===== src/sv/fsp_pkg.sv =====
// Shared constants and control/status types for the particle sensor frame parser.
`default_nettype none

package fsp_pkg;

    // Frame header bytes
    localparam logic [7:0] HDR_FIRST  = 8'h42;
    localparam logic [7:0] HDR_SECOND = 8'h4D;

    // Result status codes
    localparam logic [1:0] STAT_DATA    = 2'd0;
    localparam logic [1:0] STAT_CSUM    = 2'd1;
    localparam logic [1:0] STAT_TIMEOUT = 2'd2;

    // Timeout register value after reset, in ticks
    localparam logic [15:0] TIMEOUT_RESET = 16'd1500;

    // Commands from controller to datapath
    typedef struct packed {
        logic       tick;         // saturating increment of the tick counter
        logic       clr_frame;    // back to hunting: count, sum, ticks cleared
        logic       hdr1;         // first header byte seen
        logic       hdr2;         // second header byte seen
        logic       drop;         // false start, drop partial header
        logic       body;         // store one body byte
        logic       ld_err;       // load an error result
        logic [1:0] err_code;     // status of that error result
        logic       start_words;  // begin emitting data words at word 0
        logic       next_word;    // advance to the next data word
    } t_cmd;

    // Status from datapath to controller
    typedef struct packed {
        logic hdr1;         // current byte is the first header byte
        logic hdr2;         // current byte is the second header byte
        logic frame_done;   // current byte completes the frame
        logic sum_ok;       // running sum matches the checksum word
        logic timeout_hit;  // a tick now would reach the timeout
        logic out_last;     // pending result is the final one of its run
    } t_dp_status;

endpackage

`default_nettype wire


===== src/sv/fsp_datapath.sv =====
// Datapath: frame store, running sum, tick counter, timeout register and result fields.
`default_nettype none

module fsp_datapath #(
    parameter int FRAME_BYTES = 32
) (
    input  wire logic               i_clk,
    input  wire logic               i_rst_n,
    input  wire logic [7:0]         i_byte,
    input  wire logic               i_cfg_we,
    input  wire logic [15:0]        i_cfg_wdata,
    input  wire fsp_pkg::t_cmd      i_cmd,
    output fsp_pkg::t_dp_status     o_status,
    output logic [1:0]              o_res_status,
    output logic [3:0]              o_word_index,
    output logic [15:0]             o_value,
    output logic                    o_last
);
    import fsp_pkg::*;

    localparam int NWORDS = (FRAME_BYTES - 4) / 2;
    localparam int AW     = $clog2(FRAME_BYTES);
    localparam int KW     = $clog2(NWORDS);

    logic [AW-1:0]  r_count,   n_count;
    logic [15:0]    r_sum,     n_sum;
    logic [15:0]    r_elapsed, n_elapsed;
    logic [15:0]    r_timeout;
    logic [KW-1:0]  r_k;
    logic [1:0]     r_out_status;
    logic [7:0]     r_prev;
    logic [7:0]     r_store [FRAME_BYTES];
    logic [7:0]     r_rd_hi, r_rd_lo;

    logic [15:0]    elapsed_inc;
    logic [AW-1:0]  addr_hi, addr_lo;
    logic           sum_add;

    // Saturating tick count and word read addresses
    assign elapsed_inc = (r_elapsed == 16'hFFFF) ? r_elapsed : r_elapsed + 16'd1;
    assign addr_hi     = AW'({r_k, 1'b0}) + AW'(2);
    assign addr_lo     = AW'({r_k, 1'b0}) + AW'(3);
    assign sum_add     = (r_count < AW'(FRAME_BYTES - 2));

    // Next frame tracking state; clearing the frame wins over everything
    always_comb begin
        n_count   = r_count;
        n_sum     = r_sum;
        n_elapsed = r_elapsed;
        if (i_cmd.tick) begin
            n_elapsed = elapsed_inc;
        end
        if (i_cmd.hdr1) begin
            n_sum   = {8'h00, i_byte};
            n_count = AW'(1);
        end
        if (i_cmd.hdr2) begin
            n_sum     = r_sum + {8'h00, i_byte};
            n_count   = AW'(2);
            n_elapsed = '0;
        end
        if (i_cmd.drop) begin
            n_sum   = '0;
            n_count = '0;
        end
        if (i_cmd.body) begin
            if (sum_add) begin
                n_sum = r_sum + {8'h00, i_byte};
            end
            n_count = r_count + AW'(1);
        end
        if (i_cmd.clr_frame) begin
            n_sum     = '0;
            n_count   = '0;
            n_elapsed = '0;
        end
    end

    // Control registers
    always_ff @(posedge i_clk) begin
        if (!i_rst_n) begin
            r_count      <= '0;
            r_sum        <= '0;
            r_elapsed    <= '0;
            r_timeout    <= TIMEOUT_RESET;
            r_k          <= '0;
            r_out_status <= STAT_DATA;
        end else begin
            r_count   <= n_count;
            r_sum     <= n_sum;
            r_elapsed <= n_elapsed;
            if (i_cfg_we) begin
                r_timeout <= i_cfg_wdata;
            end
            if (i_cmd.start_words) begin
                r_k <= '0;
            end else if (i_cmd.next_word) begin
                r_k <= r_k + KW'(1);
            end
            if (i_cmd.ld_err) begin
                r_out_status <= i_cmd.err_code;
            end else if (i_cmd.start_words) begin
                r_out_status <= STAT_DATA;
            end
        end
    end

    // Frame store: one byte written per body beat, two bytes read every cycle
    always_ff @(posedge i_clk) begin
        if (i_cmd.body) begin
            r_store[r_count] <= i_byte;
            r_prev           <= i_byte;
        end
        r_rd_hi <= r_store[addr_hi];
        r_rd_lo <= r_store[addr_lo];
    end

    // Status to the controller
    assign o_status.hdr1        = (i_byte == HDR_FIRST);
    assign o_status.hdr2        = (i_byte == HDR_SECOND);
    assign o_status.frame_done  = (r_count == AW'(FRAME_BYTES - 1));
    assign o_status.sum_ok      = (r_sum == {r_prev, i_byte});
    assign o_status.timeout_hit = (elapsed_inc >= r_timeout);
    assign o_status.out_last    = (r_out_status != STAT_DATA) || (r_k == KW'(NWORDS - 1));

    // Result fields; error results carry zero index and value
    assign o_res_status = r_out_status;
    assign o_word_index = (r_out_status == STAT_DATA) ? 4'(r_k) : 4'd0;
    assign o_value      = (r_out_status == STAT_DATA) ? {r_rd_hi, r_rd_lo} : 16'd0;
    assign o_last       = o_status.out_last;

endmodule

`default_nettype wire


===== src/sv/fsp_ctrl.sv =====
// Controller: header hunt, body collection and result sequencing state machine.
`default_nettype none

module fsp_ctrl (
    input  wire logic                i_clk,
    input  wire logic                i_rst_n,
    input  wire logic                i_in_valid,
    input  wire logic                i_in_mode,
    input  wire logic                i_out_ready,
    input  wire fsp_pkg::t_dp_status i_status,
    output logic                     o_in_ready,
    output logic                     o_out_valid,
    output fsp_pkg::t_cmd            o_cmd
);
    import fsp_pkg::*;

    typedef enum logic [4:0] {
        ST_HUNT   = 5'b00001,
        ST_SECOND = 5'b00010,
        ST_BODY   = 5'b00100,
        ST_READ   = 5'b01000,
        ST_OUT    = 5'b10000
    } t_state;

    t_state r_state, n_state;
    logic   tick_fire, byte_fire, out_fire;

    assign o_in_ready  = (r_state == ST_HUNT) || (r_state == ST_SECOND) ||
                         (r_state == ST_BODY);
    assign o_out_valid = (r_state == ST_OUT);
    assign tick_fire   = i_in_valid && o_in_ready && i_in_mode;
    assign byte_fire   = i_in_valid && o_in_ready && !i_in_mode;
    assign out_fire    = o_out_valid && i_out_ready;

    // Next state and commands
    always_comb begin
        n_state        = r_state;
        o_cmd          = '0;
        o_cmd.err_code = STAT_DATA;

        // Ticks count in every parsing phase
        if (tick_fire) begin
            o_cmd.tick = 1'b1;
            if (i_status.timeout_hit) begin
                o_cmd.clr_frame = 1'b1;
                o_cmd.ld_err    = 1'b1;
                o_cmd.err_code  = STAT_TIMEOUT;
                n_state         = ST_OUT;
            end
        end

        case (r_state)
            ST_HUNT: begin
                if (byte_fire && i_status.hdr1) begin
                    o_cmd.hdr1 = 1'b1;
                    n_state    = ST_SECOND;
                end
            end
            ST_SECOND: begin
                if (byte_fire) begin
                    if (i_status.hdr2) begin
                        o_cmd.hdr2 = 1'b1;
                        n_state    = ST_BODY;
                    end else begin
                        o_cmd.drop = 1'b1;
                        n_state    = ST_HUNT;
                    end
                end
            end
            ST_BODY: begin
                if (byte_fire) begin
                    o_cmd.body = 1'b1;
                    if (i_status.frame_done) begin
                        o_cmd.clr_frame = 1'b1;
                        if (i_status.sum_ok) begin
                            o_cmd.start_words = 1'b1;
                            n_state           = ST_READ;
                        end else begin
                            o_cmd.ld_err   = 1'b1;
                            o_cmd.err_code = STAT_CSUM;
                            n_state        = ST_OUT;
                        end
                    end
                end
            end
            ST_READ: begin
                n_state = ST_OUT;
            end
            ST_OUT: begin
                if (i_out_ready) begin
                    if (i_status.out_last) begin
                        n_state = ST_HUNT;
                    end else begin
                        o_cmd.next_word = 1'b1;
                        n_state         = ST_READ;
                    end
                end
            end
            default: begin
                n_state = ST_HUNT;
            end
        endcase
    end

    // State register
    always_ff @(posedge i_clk) begin
        if (!i_rst_n) begin
            r_state <= ST_HUNT;
        end else begin
            r_state <= n_state;
        end
    end

    // Input and output sides never both open
    a_no_overlap: assert property (@(posedge i_clk) disable iff (!i_rst_n)
        !(o_in_ready && o_out_valid))
        else $error("input accepted while a result is pending");

    // A word read always lands in the output stage next
    a_read_to_out: assert property (@(posedge i_clk) disable iff (!i_rst_n)
        (r_state == ST_READ) |=> (r_state == ST_OUT))
        else $error("memory read not followed by output");

    // Final result of a run returns to hunting
    a_last_to_hunt: assert property (@(posedge i_clk) disable iff (!i_rst_n)
        (out_fire && i_status.out_last) |=> (r_state == ST_HUNT))
        else $error("run did not end after last beat");

    // A tick that reaches the timeout always yields a result
    a_timeout_out: assert property (@(posedge i_clk) disable iff (!i_rst_n)
        (tick_fire && i_status.timeout_hit) |=> (r_state == ST_OUT))
        else $error("timeout without result");

endmodule

`default_nettype wire


===== src/sv/particle_sensor_frame_parser.sv =====
// Top level of the particle sensor frame parser: stream ports, controller and datapath.
//
// Input stream: one beat per received serial byte (tuser = 0, byte in tdata) or
// per one-millisecond tick (tuser = 1, tdata ignored). The parser hunts for the
// 0x42 0x4D header, stores the rest of the frame and checks its 16-bit sum.
// Output stream: one beat per result. tuser holds the status (data word,
// checksum error, timeout); tdata holds word index and the big-endian word.
// tlast marks the final beat of a run; every error result is a single beat.
// A checksum error or timeout result is valid the cycle after the beat that
// caused it. A good frame yields FRAME_BYTES/2-2 words, each passing through
// a frame store read state and then an output state. s_axis_tready is low
// while results are pending. A stalled output beat holds its data until taken.
// The timeout register is written through i_cfg_we/i_cfg_wdata; the user must
// write it only while the parser is idle, which the block does not enforce.
// Reset puts the parser in the hunt with the timeout set to 1500 ticks.
`default_nettype none

module particle_sensor_frame_parser #(
    parameter int FRAME_BYTES = 32
) (
    input  wire logic        i_clk,
    input  wire logic        i_rst_n,
    input  wire logic        s_axis_tvalid,
    output logic             s_axis_tready,
    input  wire logic [7:0]  s_axis_tdata,   // [7:0] data_byte
    input  wire logic [0:0]  s_axis_tuser,   // [0] mode
    output logic             m_axis_tvalid,
    input  wire logic        m_axis_tready,
    output logic [23:0]      m_axis_tdata,   // [3:0] word_index, [19:4] value, [23:20] zero
    output logic [1:0]       m_axis_tuser,   // [1:0] status
    output logic             m_axis_tlast,
    input  wire logic        i_cfg_we,
    input  wire logic [15:0] i_cfg_wdata
);
    import fsp_pkg::*;

    t_cmd        cmd;
    t_dp_status  dp_status;
    logic [3:0]  word_index;
    logic [15:0] value;

    fsp_ctrl u_ctrl (
        .i_clk       (i_clk),
        .i_rst_n     (i_rst_n),
        .i_in_valid  (s_axis_tvalid),
        .i_in_mode   (s_axis_tuser[0]),
        .i_out_ready (m_axis_tready),
        .i_status    (dp_status),
        .o_in_ready  (s_axis_tready),
        .o_out_valid (m_axis_tvalid),
        .o_cmd       (cmd)
    );

    fsp_datapath #(
        .FRAME_BYTES (FRAME_BYTES)
    ) u_datapath (
        .i_clk        (i_clk),
        .i_rst_n      (i_rst_n),
        .i_byte       (s_axis_tdata),
        .i_cfg_we     (i_cfg_we),
        .i_cfg_wdata  (i_cfg_wdata),
        .i_cmd        (cmd),
        .o_status     (dp_status),
        .o_res_status (m_axis_tuser),
        .o_word_index (word_index),
        .o_value      (value),
        .o_last       (m_axis_tlast)
    );

    assign m_axis_tdata = {4'b0000, value, word_index};

endmodule

`default_nettype wire


===== config.mk =====
export PLATFORM = sky130hd
export DESIGN_NAME = particle_sensor_frame_parser
export DESIGN_NICKNAME = d
export VERILOG_FILES = /design/src/sv/fsp_pkg.sv /design/src/sv/fsp_datapath.sv /design/src/sv/fsp_ctrl.sv /design/src/sv/particle_sensor_frame_parser.sv
export SDC_FILE = /design/constraint.sdc
export NUM_CORES = 1
export LEC_CHECK = 0
export BUFFER_PORTS_ARGS = -buffer_cell sky130_fd_sc_hd__buf_2
export CAP_MARGIN = 40
export CORE_UTILIZATION = 55
export CTS_CLUSTER_DIAMETER = 30
export DETAILED_ROUTE_END_ITERATION = 8
export GPL_TIMING_DRIVEN = 0
export PLACE_DENSITY = 0.74
export SYNTH_ARGS = -nofsm -noshare
export SYNTH_HDL_FRONTEND = slang
export SYNTH_HIERARCHICAL = 1
export SYNTH_SLANG_ARGS = --single-unit

===== constraint.sdc =====
create_clock -name i_clk -period 11.66 [get_ports i_clk]
set_input_delay 1.166 -clock i_clk [delete_from_list [all_inputs] [get_ports i_clk]]
set_output_delay 1.166 -clock i_clk [all_outputs]
set_load 0.02 [all_outputs]

; After elaboration in Yosys (flattened, before gate mapping)
; Memories as Yosys holds them, arrays and structs flattened. A register that Yosys moved wholly into a read port is not among the register bits.
; Index checks and enable logic that the tools add are counted.
[op_classes]
n_addsub = 6
n_reduce_logical = 15
n_eq_ne = 11
order_cmp = 2
n_bitwise = 1
mux = 48
[op_table]
columns = cell, count
row1 = 16-bit 2-to-1 mux, 7
row2 = 5-bit 2-to-1 mux, 14
row3 = 5-bit case mux with 5 select lines, 1
row4 = 16-bit by 1-bit adder with 16-bit output (second input constant), 1
row5 = 16-bit by 8-bit adder with 16-bit output, 1
row6 = 16-bit == test, 1
row7 = 16-bit == test (second input constant), 1
row8 = 8-bit by 7-bit == test with 1-bit output (second input constant), 2
row9 = 16-bit >= comparator, 1
row10 = 1-bit 2-to-1 mux, 14
row11 = 3-bit 2-to-1 mux, 4
row12 = 4-bit 2-to-1 mux, 3
row13 = 5-bit by 2-bit adder with 5-bit output (second input constant), 2
row14 = 5-bit == test (second input constant), 2
row15 = 2-bit 2-to-1 mux, 5
row16 = 5-bit by 1-bit adder with 5-bit output (second input constant), 1
row17 = 5-bit by 1-bit == test with 1-bit output (second input constant), 1
row18 = 5-bit by 2-bit == test with 1-bit output (second input constant), 1
row19 = 5-bit by 3-bit == test with 1-bit output (second input constant), 1
row20 = 5-bit by 4-bit == test with 1-bit output (second input constant), 1
row21 = 5-bit < comparator (second input constant), 1
row22 = 4-bit by 1-bit adder with 4-bit output (second input constant), 1
row23 = 4-bit == test (second input constant), 1
row24 = 1-bit logical AND, 4
row25 = 8 further kinds, 12
[word_totals]
memories = 1
in_bits = 30
wordCells = 92
mem_bits_rw = 256
out_inout_bits = 29
register_bits = 72
[memory_table]
columns = memory, words, word_bits, rd, rd_ports_with_merged_regs, wr, line
row1 = u_datapath.r_store, 32, 8, 2, 2, 1, fsp_datapath.sv:32  ; logic [7:0] r_store [FRAME_BYTES];

; Logic depth before layout (Yosys ltp)
; Gate-level depths: netlist of the first run.
[depth]
depth_word = 13
depth_mapped = 23

; Cells and area by module
; The synthesis of the first run kept the hierarchy.
[by_module_without_submodules]
columns = module, seq_area_each_um2, area_per_inst_um2, cells_per_inst, n_inst
row1 = fsp_datapath, 9429.0, 14249.9, 899, 1
row2 = fsp_ctrl, 100.1, 593.1, 81, 1
row3 = particle_sensor_frame_parser, 0.0, 33.8, 5, 1

; Least setup slack after synthesis of the first run
; No wires, ideal clock.
[synth_timing]
path_type = reg-to-reg
start = reg u_datapath.r_elapsed[0]
end = reg u_datapath.r_sum[12]
synth_period_minus_slack_ns = 4.076
path_stages_with_launch = 23
slack_ns = 7.584
t_required_ns = 11.569
t_arrival_ns = 3.985
cell_sequence = dfxtp_1 -> ha_1 -> nand3_1 -> nor2_1 -> nand4_1 -> clkbuf_1 -> nand2_1 -> xnor2_1 -> ha_1 -> a21o_1 -> a21o_1 -> a21oi_1 -> nor2_1 -> a2111oi_0 -> o21ai_0 -> nand2_1 -> o21ai_0 -> nand2b_1 -> clkbuf_1 -> nor2_1 -> nand3_1 -> and2_1 -> a311oi_1
[synth_lines]
columns = element, line
row1 = "start, declared", fsp_datapath.sv:27  ; logic [15:0] r_elapsed, n_elapsed;
row2 = "start signal, assigned", fsp_datapath.sv:91  ; r_elapsed <= n_elapsed;
row3 = "end signal, assigned", fsp_datapath.sv:90  ; r_sum <= n_sum;
row4 = "end, declared", fsp_datapath.sv:26  ; logic [15:0] r_sum, n_sum;

==> impl_metrics.py, run 1 <==
metrics = {
    "power_and_ir_drop": {
        "worst_ir_drop_vdd_mv": 0.120,
        "power_switching_uw": 723,
        "power_frac_seq": 0.409,
        "p_leak_uw": 0.00628,
        "share_clk_of_total_power": 0.573,
        "share_comb_of_total_power": 0.017,
        "p_sw_frac": 0.223,
        "p_int_uw": 2520,
        "p_per_area_nw_per_um2": 182,
    },
    "die": {
        "design.die.area_um2": 27700,
        "initial_utilization": 0.566,
        "die_h_um": 166,
        "fp.coreArea_um2": 26300,
        "row_count": 59,
        "floorplan.io_pins": 59,
        "die_w_um": 166,
    },
    "timing": {
        "hold_viol": 0,
        "timing.clock.skew_ns": 0.0265,
        "rsz_0062_raised_after_global_routing": "false",
        "tightest_slew_ns": 0.880,
        "timing.final.crit_share": 0.473,
        "relSlewSlack": 0.411,
        "totalNegativeSetupSlack_ns": 0,
        "setup_violations": 0,
        "drv_slew": 0,
        "maxClockFrequency_ghz": 0.181,
        "timing.final.crit_period_ns": 5.51,
    },
    "cts": {
        "cts.sink_count": 344,
        "cts.path.max_buffers": 3,
        "postCtsSetupBuffers": 0,
        "clk_root_buffer_cell": "clkbuf_16",
        "worstSkewPairLatency_ns": 0.57,
        "h-tree-depth": 3,
        "cts.clk_slew.worst_paths_ns": 0.06,
        "tritoncts": "yes",
        "post_cts_resize_count": 0,
        "cts_inserted_buffers": 68,
        "post_cts_hold_buffer_count": 0,
    },
    "route": {
        "drt_iter0_drc": 931,
        "routed-via-count": 8910,
        "drt_pass1_iterations": 7,
        "detail_route.wirelength_um": 31700,
        "via_cell_ratio": 5.94,
        "average_wire_length_per_cell_after_detail_routing_um": 21.1,
        "final_ant_viol_nets": 0,
        "drc": 5,
    },
    "yosys": {
        "netlist_top_cells_area": "edfxtp_1 53%, mux4_2 12%, dfxtp_1 11%",
        "synthDominantCellAreaShare": 0.533,
        "number_of_flops_mapped_to_enable_cells_by_yosys": 264,
        "post_synth_instance_area_um2": 14900,
        "number_of_warnings_issued_by_yosys": 6,
        "post-synth-top-area-cell": "edfxtp_1",
        "yosysSeqAreaShare": 0.641,
        "ys_async_sr_fraction": 0,
        "ys_types": 65,
        "netlist_instances": 985,
        "avgSynthCellArea_um2": 15.1,
        "synth_seq_cells": 344,
        "synth_ff_type": "edfxtp_1",
    },
    "place": {
        "detailedPlacementHpwl_um": 20100,
        "globalplace.congestion": 0.893,
        "total_of_buffers_placed_on_input_and_output_ports": 53,
        "dp_cells": 1377,
    },
    "setup_path": {
        "timing.critical_path.mode_cell": "nor2_1",
        "crit_path_end_kind": "flop",
        "cp_slowest_stage_delay_ns": 0.49,
        "startpoint_type": "flop",
        "timing.critical_path.arrival_ns": 5.97,
        "slowest_cp_cell": "a2111oi_0",
        "critical_path_class": "flop to flop",
        "timing.reg2reg.worst_path_depth": 22,
        "setup.worst_path.start": "u_datapath/r_elapsed[0]",
        "worstPathCellList": "ha_1 -> nand3_1 -> nor2_1 -> nand4_1 -> clkbuf_1 -> nand2_1 -> xnor2_1 -> ha_1 -> a21o_1 -> a21o_1 -> a21oi_1 -> nor2_1 -> a2111oi_0 -> o21ai_0 -> nand2_1 -> o21ai_0 -> nand2b_1 -> clkbuf_1 -> nor2_1 -> nand3_1 -> and2_1 -> a311oi_1",
        "worstPathRequired_ns": 12.12,
        "reg2reg_from": "u_datapath/r_elapsed[0]",
        "worst_r2r_endpoint": "u_datapath/r_sum[12]",
        "reg2reg_setup_slack_ns": 6.15,
        "worstPathMaxFanout": 10,
    },
    "layout": {
        "fraction_of_layout_cells_with_a_size_suffix_above_1": 0.240,
        "fin_cells": 1501,
        "n_diodes": 0,
        "layout.nets": 1175,
        "synthToLayoutAreaGrowth_pct": 19.8,
        "fillCellCount": 1735,
    },
    "grt": {
        "grt_max_degree": 39,
        "gr-total-overflow": 0,
        "gr-usage-all-layers": 0.237,
        "first_global_vias": 8878,
        "grt_antenna_before_repair": 0,
        "grt_first_pass_wirelength_um": 49700,
    },
    "run": {
        "cap_viol_max_count": 0,
    },
    "worst_hold_path": {
        "worstHoldStart": "u_datapath/r_sum[15]",
        "holdPathStages": 1,
        "whs_endpoint": "u_datapath/r_sum[15]",
        "hold_path.class": "flop to flop",
    },
    "status": {
        "run_status": "complete, but fails checks",
        "failing_checks": "design-rule violations",
    },
}
## sequential cells by signal, summed over array words and instances (netlist names)
| signal | flops |
|---|---|
| u_datapath/o_res_status | 2 |
| u_datapath/r_rd_lo | 8 |
| u_ctrl/r_state | 5 |
| u_datapath/r_sum | 16 |
| u_datapath/r_rd_hi | 8 |
| u_datapath/r_count | 5 |
| u_datapath/r_timeout | 16 |
| u_datapath/r_store | 256 |
| u_datapath/r_prev | 8 |
| u_datapath/r_elapsed | 16 |
| u_datapath/r_k | 4 |
## worst max-delay path, delay by kind of cell (launching register included)
| kind | cells | cell delay (ns) |
|---|---|---|
| flip-flops | 1 | 0.42 |
| AO/OA/AOI/OAI | 7 | 1.56 |
| AND/OR/NAND/NOR | 10 | 2.20 |
| buffers and inverters | 2 | 0.55 |
| XOR/XNOR | 1 | 0.15 |
| adder cells (fa/ha/maj) | 2 | 0.53 |
## per-layer routing
metal / track usage / wire (um)
met4: 0.0805 / 686
met2: 0.382 / 15200
met1: 0.315 / 13100
met3: 0.0599 / 2660
met5: 0 / 0
## metrics by stage
stage           util  area, um^2  total power [uW]  hold WS [ns]  setup slack, ns
2_1_floorplan      -       14900              1380         0.452             7.58
3_3_place_gp   0.593       15600              1400         0.472             6.40
3_5_place_dp   0.593       15600              1410         0.472             6.33
4_1_cts        0.678       17800              3270         0.485             6.27
5_1_grt        0.678       17800              3340         0.511             5.68
6_report       0.678       17800              3240         0.479             6.15
## worst max path at each step
stage,cells after the start,end
4_1_cts,22,u_datapath/r_sum[12]
3_3_place_gp,22,u_datapath/r_sum[12]
6_report,22,u_datapath/r_sum[12]
5_1_grt,22,u_datapath/r_sum[12]
3_5_place_dp,22,u_datapath/r_sum[12]
2_1_floorplan,22,u_datapath/r_sum[12]
## layout make-up
class / count / area (um^2) / area share
inverter: 30 / 113 / 0.00632
tap: 335 / 419 / 0.0235
clock buffer: 79 / 1790 / 0.101
multi-input combinational: 562 / 4960 / 0.279
buffer: 52 / 282 / 0.0158
sequential: 344 / 9530 / 0.535
clock inverter: 45 / 449 / 0.0252
timing repair buffer: 54 / 277 / 0.0155
## power by group through the flow
stage / Clock [uW] / Combinational [uW] / Sequential [uW]
after global routing: 1950 / 63.7 / 1330
final: 1860 / 56.6 / 1330
after floorplan: 0 / 27.8 / 1350
after detailed placement: 0 / 56.4 / 1350
after global placement: 0 / 54.3 / 1350
after CTS: 1880 / 57.4 / 1330
## synth_stat cells (2+ instances only)
cell type	count
nor2b_1	14
buf_4	8
nand3_1	25
and2_1	23
o211ai_1	7
a2111oi_0	2
a211oi_1	3
o21ai_1	3
and4_1	5
edfxtp_1	264
a311oi_1	5
nor2_1	81
nor4_1	7
nor3b_1	2
nand2_1	44
o21a_1	3
dfxtp_1	80
a31oi_1	7
clkbuf_1	26
nand2b_1	10
mux2_1	3
nand4_1	20
ha_1	32
a21boi_1	2
nand3b_1	8
xnor2_1	21
inv_1	30
o2111ai_1	2
mux2i_1	19
o31a_1	2
buf_8	2
nor3_1	11
mux4_2	80
and3_1	10
buf_2	9
a21oi_1	28
o21ai_0	20
xor2_1	19
o22ai_1	6
or3_1	3
a41oi_1	2
buf_1	4
buf_6	3
a21o_1	9
## cells in the final DEF, fill, tap and decap left out, types with 10 or more instances in the layout
cell / count
edfxtp_1: 264
nor2_1: 81
dfxtp_1: 80
mux4_2: 80
clkbuf_16: 68
buf_2: 62
nand2_1: 44
clkbuf_1: 32
ha_1: 32
inv_1: 30
a21oi_1: 28
nand3_1: 25
and2_1: 23
xnor2_1: 21
nand4_1: 20
o21ai_0: 20
xor2_1: 19
mux2i_1: 19
nor2b_1: 14
clkinv_4: 12
inv_6: 11
nor3_1: 11
nand2b_1: 10
and3_1: 10
## kinds of logic (layout without fill, tap and decap cells)
group / Yosys count / count (layout) / share of synthesized area
multiplexers: 102 / 102 / 0.136
AND/OR/NAND/NOR: 271 / 271 / 0.0939
flip-flops: 344 / 344 / 0.641
adder cells (fa/ha/maj): 33 / 33 / 0.0283
AO/OA/AOI/OAI: 110 / 110 / 0.0486
XOR/XNOR: 42 / 42 / 0.0257
buffers and inverters: 82 / 260 / 0.0265
other: 1 / 4 / 0.000252
Note: power is estimated with default switching activity, not from simulation.
==> inputs of run 2 (changes only) <==
==> constraint.sdc (replaced) <==
create_clock -name i_clk -period 5.3 [get_ports i_clk]
set_input_delay 0.53 -clock i_clk [delete_from_list [all_inputs] [get_ports i_clk]]
set_output_delay 0.53 -clock i_clk [all_outputs]
set_load 0.02 [all_outputs]
==> impl_metrics.py, run 2 (synthesized netlist as in run 1, its figures left out) <==
metrics = {
    "setup_path": {
        "startpoint_type": "flop",
        "critical_path_class": "flop to flop",
        "critical-path-top-delay-family": "simple AND/OR/NAND/NOR gates",
        "worstPathCellList": "ha_1 -> nand3_1 -> nor2_2 -> nand4_1 -> clkbuf_2 -> nand2_1 -> xnor2_1 -> ha_1 -> a21o_1 -> a21o_1 -> a21oi_1 -> nor2_1 -> a2111oi_2 -> o21ai_1 -> nand2_1 -> o21ai_0 -> nand2b_1 -> clkbuf_1 -> nor2_2 -> nand3_1 -> and2_1 -> a311oi_1",
        "worstPathMaxFanout": 10,
        "timing.critical_path.arrival_ns": 5.38,
        "slowest_cp_cell": "dfxtp_1",
        "cp_slowest_stage_delay_ns": 0.42,
        "timing.critical_path.buf_inv": 2,
        "worstPathRequired_ns": 5.76,
        "crit_path_end_kind": "flop",
    },
    "run": {
        "cap_viol_max_count": 0,
    },
    "cts": {
        "post_cts_hold_buffer_count": 0,
        "cts.sink_count": 344,
        "tritoncts": "yes",
        "cts.path.max_buffers": 3,
        "cts_inserted_buffers": 68,
        "cts.clk_slew.worst_paths_ns": 0.05,
        "h-tree-depth": 3,
        "clk_root_buffer_cell": "clkbuf_16",
        "worstSkewPairLatency_ns": 0.57,
    },
    "layout": {
        "layout.cells.most_common": "edfxtp_1",
        "max_ffs_per_register": 256,
        "fraction_of_layout_cells_with_a_size_suffix_above_1": 0.245,
        "n_diodes": 0,
        "fillCellCount": 1736,
        "most-common-layout-cells": "264 x edfxtp_1, 80 x dfxtp_1, 80 x mux4_2",
        "synthToLayoutAreaGrowth_pct": 20.0,
        "registers.top_by_ff_count": "u_datapath/r_store",
        "fin_cells": 1502,
        "multiInputGateArea_um2": 4980,
        "seqCellArea_um2": 9530,
        "layout.nets": 1176,
    },
    "die": {
        "initial_utilization": 0.566,
        "row_count": 59,
        "design.die.area_um2": 27700,
        "die_w_um": 166,
        "die_h_um": 166,
        "fp.coreArea_um2": 26300,
        "floorplan.io_pins": 59,
    },
    "worst_hold_path": {
        "hold_path.class": "input pin to flop",
    },
    "timing": {
        "worst_hold_check_slack_ns": 0.198,
        "timing.final.crit_period_ns": 4.92,
        "timing.clock.skew_ns": 0.0260,
        "timing.final.crit_share": 0.929,
        "setup_violations": 0,
        "maxClockFrequency_ghz": 0.203,
        "hold_viol": 0,
        "drv_slew": 0,
        "tightest_slew_ns": 0.856,
        "relSlewSlack": 0.427,
    },
    "route": {
        "drt_iter0_drc": 910,
        "final_ant_viol_nets": 0,
        "drc": 5,
        "average_wire_length_per_cell_after_detail_routing_um": 21.1,
        "routed-via-count": 8911,
        "detail_route.wirelength_um": 31600,
        "drt_pass1_iterations": 7,
        "via_cell_ratio": 5.93,
    },
    "place": {
        "dp_cells": 1377,
        "total_of_buffers_placed_on_input_and_output_ports": 53,
        "globalplace.congestion": 0.893,
        "detailedPlacementHpwl_um": 20100,
    },
    "grt": {
        "grt_antenna_before_repair": 0,
        "first_global_vias": 8876,
        "grt_first_pass_wirelength_um": 49700,
        "gr-usage-all-layers": 0.237,
        "grt_max_degree": 39,
        "gr-total-overflow": 0,
    },
    "power_and_ir_drop": {
        "share_comb_of_total_power": 0.018,
        "p_sw_frac": 0.223,
        "worst_ir_drop_vdd_mv": 0.263,
        "share_clk_of_total_power": 0.573,
        "p_int_uw": 5550,
        "power_switching_uw": 1590,
        "p_total_uw": 7140,
        "power_frac_seq": 0.409,
        "p_leak_uw": 0.00629,
        "p_per_area_nw_per_um2": 400,
    },
    "status": {
        "run_status": "complete, but fails checks",
        "failing_checks": "design-rule violations",
    },
}
==> run 2: final cells by class <==
type | count | area share
sequential | 344 | 0.534
multi-input combinational | 562 | 0.279
buffer | 52 | 0.0158
inverter | 30 | 0.00631
tap | 335 | 0.0235
clock buffer | 79 | 0.100
timing repair buffer | 55 | 0.0159
clock inverter | 45 | 0.0252
==> run 2: per-layer routing <==
layer	GRT usage	part of all wire	vias up
met1	0.315	0.42	4431
met2	0.382	0.48	351
met5	0	0	-
met4	0.0805	0.020	0
met3	0.0599	0.080	51
li1	-	-	4078
==> run 2: worst min-delay path, cell delays in order <==
cell      delay [ns]
buf_2           0.08
nand2_1         0.05
o211ai_1        0.06
==> run 2: repair_timing <==
item,in CTS,in global routing
resized for setup,1,7
buffers inserted,0,1
hold endpoints to repair,0,0
pin swaps,0,1
endpoints found under the setup margin,7,29
==> run 2: worst paths after layout <==
check / from / to / slack, ns / cells after the start
worst max-delay path: u_datapath/r_elapsed[0] / u_datapath/r_sum[12] / 0.38 / 22
worst min-delay path: i_cfg_wdata[10] / u_datapath/r_timeout[10] / 0.20 / 3
worst max register to register: u_datapath/r_elapsed[0] / u_datapath/r_sum[12] / 0.38 / 22
worst min register to register: u_datapath/r_sum[15] / u_datapath/r_sum[15] / 0.48 / 1
==> run 2: metrics by stage <==
step	utilization	setup slack, ns	TNS [ns]	instance area [um^2]
finish	0.679	0.377	0	17800
CTS	0.678	0.0222	0	17800
detailed placement	0.593	-0.0261	-0.0624	15600
floorplan	-	1.22	0	14900
global route	0.679	-0.0102	-0.0102	17800
global placement	0.593	0.0423	0	15600
==> run 2: power by group through the flow <==
stage / sequential, uW / combinational, uW / clock [uW]
floorplan: 2970 / 61.3 / 0
global placement: 2970 / 119 / 0
detailed placement: 2970 / 124 / 0
CTS: 2920 / 126 / 4150
global route: 2920 / 141 / 4280
finish: 2920 / 125 / 4090
==> inputs of run 3 (changes only) <==
--- a/config.mk
+++ b/config.mk
@@ -5,13 +5,15 @@
 export SDC_FILE = /design/constraint.sdc
 export NUM_CORES = 1
 export LEC_CHECK = 0
-export BUFFER_PORTS_ARGS = -buffer_cell sky130_fd_sc_hd__buf_2
+export ABC_AREA = 1
 export CAP_MARGIN = 40
 export CORE_UTILIZATION = 55
 export CTS_CLUSTER_DIAMETER = 30
+export CTS_CLUSTER_SIZE = 12
 export DETAILED_ROUTE_END_ITERATION = 8
+export DONT_BUFFER_PORTS = 1
 export GPL_TIMING_DRIVEN = 0
-export PLACE_DENSITY = 0.74
+export PLACE_DENSITY = 0.72
 export SYNTH_ARGS = -nofsm -noshare
 export SYNTH_HDL_FRONTEND = slang
 export SYNTH_HIERARCHICAL = 1
==> impl_metrics.py, run 3 <==
metrics = {
    "status": {
        "run_status": "completed",
    },
    "die": {
        "die_w_um": 169,
        "row_count": 60,
        "initial_utilization": 0.566,
        "fp.coreArea_um2": 27200,
        "die_h_um": 169,
        "design.die.area_um2": 28600,
        "floorplan.io_pins": 59,
    },
    "layout": {
        "registers.top_by_ff_count": "u_datapath/r_store",
        "postLayoutCoreUtil": 0.668,
        "max_ffs_per_register": 256,
        "layout.nets": 1600,
        "synthToLayoutAreaGrowth_pct": 18.0,
        "fillCellCount": 2064,
        "most-common-layout-cells": "286 x nor2_1, 264 x edfxtp_1, 134 x o21ai_0",
        "fraction_of_layout_cells_with_a_size_suffix_above_1": 0.126,
        "n_diodes": 0,
        "layout.cells.most_common": "nor2_1",
    },
    "yosys": {
        "most_numerous_cell_in_the_yosys_netlist": "nor2_1",
        "avgSynthCellArea_um2": 10.5,
        "post_synth_instance_area_um2": 15400,
        "number_of_flops_mapped_to_enable_cells_by_yosys": 264,
        "post-synth-top-area-cell": "edfxtp_1",
        "netlist_top_cells_area": "edfxtp_1 52%, dfxtp_1 10%, nor2_1 7.0%",
        "number_of_warnings_issued_by_yosys": 6,
        "ys_types": 53,
        "synthDominantCellAreaShare": 0.515,
        "synth_seq_cells": 344,
        "synth_ff_type": "edfxtp_1",
        "yosysSeqAreaShare": 0.620,
        "synth_common_cells": "286 x nor2_1, 264 x edfxtp_1, 134 x o21ai_0, 130 x inv_1, 127 x nand2_1",
        "ys_async_sr_fraction": 0,
        "netlist_instances": 1464,
    },
    "timing": {
        "timing.final.crit_share": 0.821,
        "timing.final.crit_period_ns": 4.35,
        "totalNegativeSetupSlack_ns": 0,
        "tightest_slew_ns": 0.956,
        "maxClockFrequency_ghz": 0.230,
        "hold_viol": 0,
        "timing.clock.skew_ns": 0.0183,
        "setup_violations": 0,
        "relSlewSlack": 0.360,
        "drv_slew": 0,
        "rsz_0062_raised_after_global_routing": "false",
    },
    "power_and_ir_drop": {
        "p_per_area_nw_per_um2": 411,
        "p_leak_uw": 0.00681,
        "p_sw_frac": 0.230,
        "share_clk_of_total_power": 0.558,
        "power_switching_uw": 1720,
        "p_int_uw": 5750,
        "worst_ir_drop_vdd_mv": 0.259,
        "power_frac_seq": 0.398,
        "share_comb_of_total_power": 0.044,
    },
    "cts": {
        "post_cts_resize_count": 0,
        "postCtsSetupBuffers": 0,
        "post_cts_hold_buffer_count": 0,
        "cts_inserted_buffers": 67,
        "worstSkewPairLatency_ns": 0.57,
        "clk_root_buffer_cell": "clkbuf_16",
        "cts.sink_count": 344,
        "cts.path.max_buffers": 3,
        "tritoncts": "yes",
        "h-tree-depth": 3,
        "cts.clk_slew.worst_paths_ns": 0.05,
    },
    "setup_path": {
        "reg2reg_setup_slack_ns": 0.95,
        "worstPathRequired_ns": 5.78,
        "timing.critical_path.arrival_ns": 4.84,
        "reg2reg_from": "u_datapath/r_elapsed[0]",
        "timing.reg2reg.worst_path_depth": 26,
        "startpoint_type": "flop",
        "worstPathMaxFanout": 9,
        "critical_path_class": "flop to flop",
        "crit_path_end_kind": "flop",
        "worst_r2r_endpoint": "u_datapath/r_sum[13]",
    },
    "grt": {
        "grt_antenna_before_repair": 0,
        "first_global_vias": 10743,
        "gr-total-overflow": 0,
        "grt_first_pass_wirelength_um": 60200,
        "gr-usage-all-layers": 0.278,
        "grt_max_degree": 38,
    },
    "route": {
        "drt_iter0_drc": 1460,
        "average_wire_length_per_cell_after_detail_routing_um": 19.8,
        "drt_pass1_iterations": 7,
        "routed-via-count": 11450,
        "final_ant_viol_nets": 0,
        "detail_route.wirelength_um": 38900,
        "via_cell_ratio": 5.83,
        "drc": 0,
    },
    "place": {
        "total_of_buffers_placed_on_input_and_output_ports": 0,
        "detailedPlacementHpwl_um": 25400,
        "globalplace.congestion": 1.03,
    },
    "run": {
        "cap_viol_max_count": 0,
    },
    "worst_hold_path": {
        "worstHoldStart": "s_axis_tdata[4]",
        "holdPathStages": 0,
        "whs_endpoint": "u_datapath/r_store[1][4]",
        "hold_path.class": "input pin to flop",
    },
}
[run 3: cell count changes after synthesis, sizes merged, moves of 16 or more]
| cell | before | now |
|---|---|---|
| xnor2 | 22 | 5 |
| nor2 | 81 | 294 |
| a21oi | 28 | 61 |
| buf | 26 | 42 |
| nand3 | 25 | 50 |
| and2 | 23 | 1 |
| nand2 | 44 | 131 |
| o21ai | 23 | 160 |
| inv | 30 | 141 |
| o221ai | 0 | 17 |
| mux4 | 80 | 0 |
| o32ai | 1 | 48 |
[run 3: worst max-delay path: stages (launching register included)]
cell      delay [ns]
dfxtp_1         0.41
ha_1            0.30
nand2_2         0.10
nor2_4          0.18
nand3_2         0.11
nor2_1          0.19
inv_2           0.08
o21ai_0         0.36
inv_1           0.09
ha_1            0.31
a21oi_1         0.14
o21ai_0         0.08
nand2_1         0.07
o211ai_1        0.08
nand2_1         0.06
nand3_1         0.15
nand4_4         0.20
nand2_1         0.11
nor2_4          0.19
inv_1           0.09
nor2_2          0.21
inv_2           0.13
nor2_1          0.18
inv_1           0.06
nor2_1          0.19
inv_1           0.06
o22ai_1         0.15
[run 3: layout make-up]
cell class,instances,area [um^2],share of cell area
clock buffers,76,1730,0.0954
multi-input cells,908,4950,0.273
flip-flops and latches,344,9530,0.525
inverters,143,537,0.0296
clock inverters,48,549,0.0303
well taps,372,465,0.0257
plain buffers,72,374,0.0206
repair buffers,1,5.00,0.000276
[run 3: kinds of logic (layout without fill, tap and decap cells)]
group | after synthesis | after routing | share of synthesized area
AND/OR/NAND/NOR | 516 | 516 | 0.144
flip-flops | 344 | 344 | 0.620
AO/OA/AOI/OAI | 316 | 316 | 0.125
buffers and inverters | 215 | 340 | 0.0592
adder cells (fa/ha/maj) | 33 | 33 | 0.0273
XOR/XNOR | 20 | 20 | 0.0124
multiplexers | 19 | 19 | 0.0124
other | 1 | 4 | 0.000244
[run 3: per-stage QoR]
stage	power [uW]	hold slack [ns]	instances	cell area, um^2	setup WS [ns]
detailed placement	3340	0.454	1840	15900	1.05
finish	7460	0.0587	1964	18100	0.948
floorplan	3260	0.435	1467	15400	1.97
global placement	3330	0.451	1839	15900	1.04
global route	7700	0.0363	1964	18100	0.535
CTS	7500	0.0439	1964	18100	0.993
[run 3: power groups by stage]
stage | Combinational, uW | Clock (uW) | Sequential, uW
after floorplan | 251 | 0 | 3010
after detailed placement | 321 | 0 | 3020
after global routing | 372 | 4360 | 2970
after CTS | 323 | 4210 | 2970
final | 325 | 4170 | 2970
after global placement | 314 | 0 | 3020
[run 3: worst max-delay path by stage]
| stage | from | end | cells past startpoint | slack (ns) |
|---|---|---|---|---|
| 3_3_place_gp | u_datapath/r_elapsed[0] | u_datapath/r_sum[13] | 26 | 1.04 |
| 4_1_cts | u_datapath/r_elapsed[0] | u_datapath/r_sum[13] | 26 | 0.99 |
| 2_1_floorplan | u_datapath/r_elapsed[0] | u_datapath/r_sum[13] | 26 | 1.97 |
| 6_report | u_datapath/r_elapsed[0] | u_datapath/r_sum[13] | 26 | 0.95 |
| 3_5_place_dp | u_datapath/r_elapsed[0] | u_datapath/r_sum[13] | 26 | 1.05 |
| 5_1_grt | u_datapath/r_elapsed[0] | u_datapath/r_sum[13] | 26 | 0.54 |
[run 3: metal layers]
metal / wire length, um / share of wire / GRT usage / vias up
met3: 4210 / 0.11 / 0.0679 / 108
met4: 1150 / 0.030 / 0.0987 / 0
met1: 15600 / 0.40 / 0.372 / 5417
met2: 17900 / 0.46 / 0.444 / 612
met5: 0 / 0 / 0 / -
li1: - / - / - / 5313
